--- config.mk ---
export PLATFORM = sky130hd
export DESIGN_NAME = ppt_cell
export DESIGN_NICKNAME = d
export VERILOG_FILES = /design/src/design/ppt_pkg.sv /design/src/design/ppt_cell.sv
export SDC_FILE = /design/constraint.sdc
export NUM_CORES = 1
export LEC_CHECK = 0
export ABC_AREA = 1
export BUFFER_PORTS_ARGS = -buffer_cell sky130_fd_sc_hd__buf_4
export CORE_UTILIZATION = 41
export DETAILED_ROUTE_END_ITERATION = 8
export PLACE_DENSITY = 0.73
export REMOVE_ABC_BUFFERS = 1
export SYNTH_ARGS = -nofsm -noshare
export SYNTH_HDL_FRONTEND = slang
export SYNTH_SLANG_ARGS = --single-unit
--- constraint.sdc ---
create_clock -name clk -period 3.6 [get_ports clk]
set_clock_uncertainty 0.2 [all_clocks]
set_input_delay 0.18 -clock clk [delete_from_list [all_inputs] [get_ports clk]]
set_output_delay 0.18 -clock clk [all_outputs]
set_load 0.01 [all_outputs]
--- src/design/ppt_pkg.sv ---
// Shared types and widths for the projective point transform datapath.
package ppt_pkg;

  localparam int REM_W = 91;  // magnitude of numerator, scale 2^40
  localparam int DVS_W = 65;  // |denominator| * 256
  localparam int QUO_W = 24;  // quotient bits formed by the cell chain

  typedef struct packed {
    logic [REM_W-1:0] rem;
    logic [DVS_W-1:0] dvs;
    logic [QUO_W-1:0] quo;
    logic             neg;
    logic             sat;
  } div_t;

endpackage

--- src/design/ppt_cell.sv ---
// One restoring division cell: decides one quotient bit and passes on.
module ppt_cell #(
  parameter int BIT = 0
) (
  input  logic          clk,
  input  logic          en,
  input  ppt_pkg::div_t din,
  output ppt_pkg::div_t dout
);

  logic [ppt_pkg::REM_W-1:0] sh;
  logic                      take;
  ppt_pkg::div_t             dout_next;

  assign sh   = ppt_pkg::REM_W'(din.dvs) << BIT;
  assign take = din.rem >= sh;

  always_comb begin
    dout_next          = din;
    dout_next.rem      = take ? din.rem - sh : din.rem;
    dout_next.quo[BIT] = take;
  end

  always_ff @(posedge clk) begin
    if (en) begin
      dout <= dout_next;
    end
  end

endmodule

== Word-level counts from Yosys, hierarchy flattened ==
Cells that the tools add are included.
Word-level totals
  input port bits: 184
  flip-flop bits (word level): 182
  output and inout bits: 182
  logic and storage cells: 8
Operators by class
  order comparisons: 1
  add/subtract/negate cells: 1
  multiplexer cells: 1
Operators by type and width (count)
  $ge 91x65->1: 1
  $mux 91: 1
  $sub 91x65->91: 1

== Depth between registers and ports, before layout ==
  word-level depth: 2
  mapped depth: 20
  gate-level depth less buffers: 18

== Worst setup path before layout ==
Ideal clock, no wire load.
  path type: input port to flip-flop
  start point: in din[75] (netlist name)
  end point: reg dout[152] (netlist name), data pin
  setup slack: 1349 ps
  library setup time: 252 ps
  path buffers: 1
  stages: 14
  arrival: 1799 ps
  required time: 3148 ps
  cells stage by stage: inv_1 ha_1 nand2_1 nor2_2 inv_2 nor2_2 inv_2 nor2_2 nand2_1 nor3_4 nor2_8 buf_6 nand2_1 nand2_1
RTL lines
  start: declaration: line ppt_cell.sv:7  | input ppt_pkg::div_t din,
  end signal: assignment: line ppt_cell.sv:26  | dout <= dout_next;
  end: declaration: line ppt_cell.sv:8  | output ppt_pkg::div_t dout

==> results.md <==
- Outcome: complete, no violations
- Main area contributors after synthesis: edfxtp_1 (36%), nand2_1 (26%), inv_1 (13%)
- Largest registers: dout (182)
- Cells after Synth: 2366
- Nets@finish: 3188
- Global-route wire length before repair: 96400 µm
- Power Density: 336 mW/mm²
- Share of cells above drive strength 1: 0.167
- I/O pins: 366
- Inst Count DP: 3206
- Buffer depth of the longest clock path: 2
- Post-synth cell types: 34
- Largest net degree at the start of global routing: 69
- WL final: 65700 µm
- Worst vdd ir: 346 µV
- Root Driver: clkbuf_16
- Largest register FFs: 182
- Grt total ovfl: 0
- Most frequent cells in the layout: nand2_1 (1071), inv_1 (532), buf_4 (381)
- Top cell type's share of synthesized area: 0.360
- Post-synth EDFFs: 182
- Antenna Cells: 0
- Core area: 0.0365 mm²
- Chip width: 194 µm
- Die Ht: 194 µm
- CTS Buf Count: 17
- Syn-to-layout area delta: 38.2%
- Final Cycle Share: 0.941
- Post-CTS setup repair buffer count: 0
- Non-Filler Instances: 3419
- Vias in the first global route: 16255
- Unrepaired setup endpoints after global routing: false
- Vias: 16716
- Rel. slew slack: 0.596
- Std-Cell Rows: 70
- Setup-failing EPs final: 0
- Period minus WS final: 3.39 ns
- Area after DPL: 0.0186 mm²
- Final HPWL DP: 53000 µm
- Gpl congestion: 0.961
- Cell type with the largest total area after synthesis: edfxtp_1
- Initial drt markers: 1412
- Avg WL per Cell: 19.2 µm
- Most flop-heavy register: dout
- Post_cts resized: 0
- Mapped cell area: 0.0152 mm²
- Layout filler cell count: 3441
- H-tree lvl count: 4
- Crit start category: input pin
- CTS Sinks: 182
- DIE AREA: 0.0378 mm²
- Least-Margin Pin Slew: 0.606 ns
- Total GRT Usage: 0.346
- Post-DRT Antenna Nets: 0
- Pleak: 11.4 nW
- Port Buf Inserts: 364
- Hold buffers post-CTS: 181
- CP Max Fanout: 5
- Initial Util: 0.416
- Post-synth top flop: edfxtp_1
- Hold Path Class: input pin to flip-flop
- Setup_tns: 0 ns
- CTS tree: yes
- Final hold violation count: 0
- Req. time, crit path: 3.63 ns
- Initial antenna violation count: 0
- Fmax: 0.295 GHz
- Pins over their slew limit: 0
- Seq/Total Area, Yosys: 0.360
- Commonest non-fill, non-tap cell in the layout: nand2_1
- Drt pass-1 iters: 6
- DRC: 0
- Syn Area/Cell: 6.42 µm²
- Share of flip-flops with an asynchronous set or reset: 0
- Max-Cap Viols: 0
- Yosys warns: 0
- Vias per cell: 4.89
- Critical Path Sink Type: flip-flop
- Synth Register Bits: 182
- CP Data Arrival Time: 3.42 ns
- Design area: 0.0210 mm²
- Reg clk slew, reported paths: 0.08 ns
- Setup CP Type: input pin to flip-flop
==> report_power, final <==
part           switching, mW  internal [mW]  total, mW
clock                  0.928           1.03       1.96
sequential            0.0795           2.62       2.70
combinational           1.43          0.960       2.39
total                   2.44           4.61       7.05
==> routing by layer <==
metal,wire length (µm),part of all wire,GRT usage
met1,28600,0.44,0.453
met2,31000,0.47,0.589
met3,4350,0.066,0.0512
met4,1700,0.026,0.103
met5,0,0,0
==> cells in the mapped netlist (5+ instances only) <==
| master | instances |
|---|---|
| xor2_1 | 41 |
| nand4_1 | 37 |
| clkinv_1 | 5 |
| nand3_1 | 92 |
| edfxtp_1 | 182 |
| and2_1 | 6 |
| nand3b_1 | 5 |
| nor3_1 | 20 |
| inv_2 | 16 |
| a21oi_2 | 26 |
| nor2_1 | 176 |
| buf_6 | 12 |
| a21oi_1 | 31 |
| ha_1 | 65 |
| inv_1 | 532 |
| nor2_2 | 8 |
| nand2_1 | 1071 |
| nand2_2 | 17 |
==> worst paths after layout <==
kind	endpoint	slack, ns	start	cells past startpoint
max	dout[131]	0.21	din[91]	17
min	dout[14]	0.04	en	1
==> cells by family (layout without fill, tap and decap cells) <==
family,after synthesis,count (layout),share of synthesized area
and+or+nand+nor,1445,1445,0.385
buffers and inverters,569,1154,0.149
DFF,182,182,0.360
adders and majority gates,66,66,0.0549
AOI/OAI and AO/OA,63,63,0.0279
xor gates and xnor gates,41,41,0.0237
==> through the flow <==
stage                     setup WS, ns  utilization  power [mW]  hold slack, ns
after floorplan                  0.958            -        3.84          0.0789
after global placement           0.431        0.509        4.88           0.159
after detailed placement         0.411        0.509        4.90           0.159
after CTS                        0.348        0.574        7.02          0.0186
after global routing            0.0286        0.574        7.34          0.0492
final                            0.211        0.574        7.05          0.0383
==> area by class of cell <==
type                            instances  area [µm²]  area share
Multi-Input combinational cell       1615        7460       0.356
Sequential cell                       182        5470       0.261
Timing Repair Buffer                  569        4810       0.229
Inverter                              553        2080      0.0990
Tap cell                              468         586      0.0279
Clock buffer                           19         433      0.0206
Clock inverter                         13         150     0.00716
==> critical path: stages <==
cell,delay (ns)
dlygate4sd3_1,0.55
buf_4,0.14
inv_1,0.04
ha_1,0.13
inv_1,0.09
fa_1,0.50
nand2_1,0.11
nand2_1,0.08
nand3_1,0.09
nand2_1,0.16
nand2_1,0.11
nand3_1,0.43
nand2_1,0.18
nand2_1,0.25
xor2_1,0.22
nand2_1,0.08
nand2_1,0.06
(Power assumes the default switching activity.)
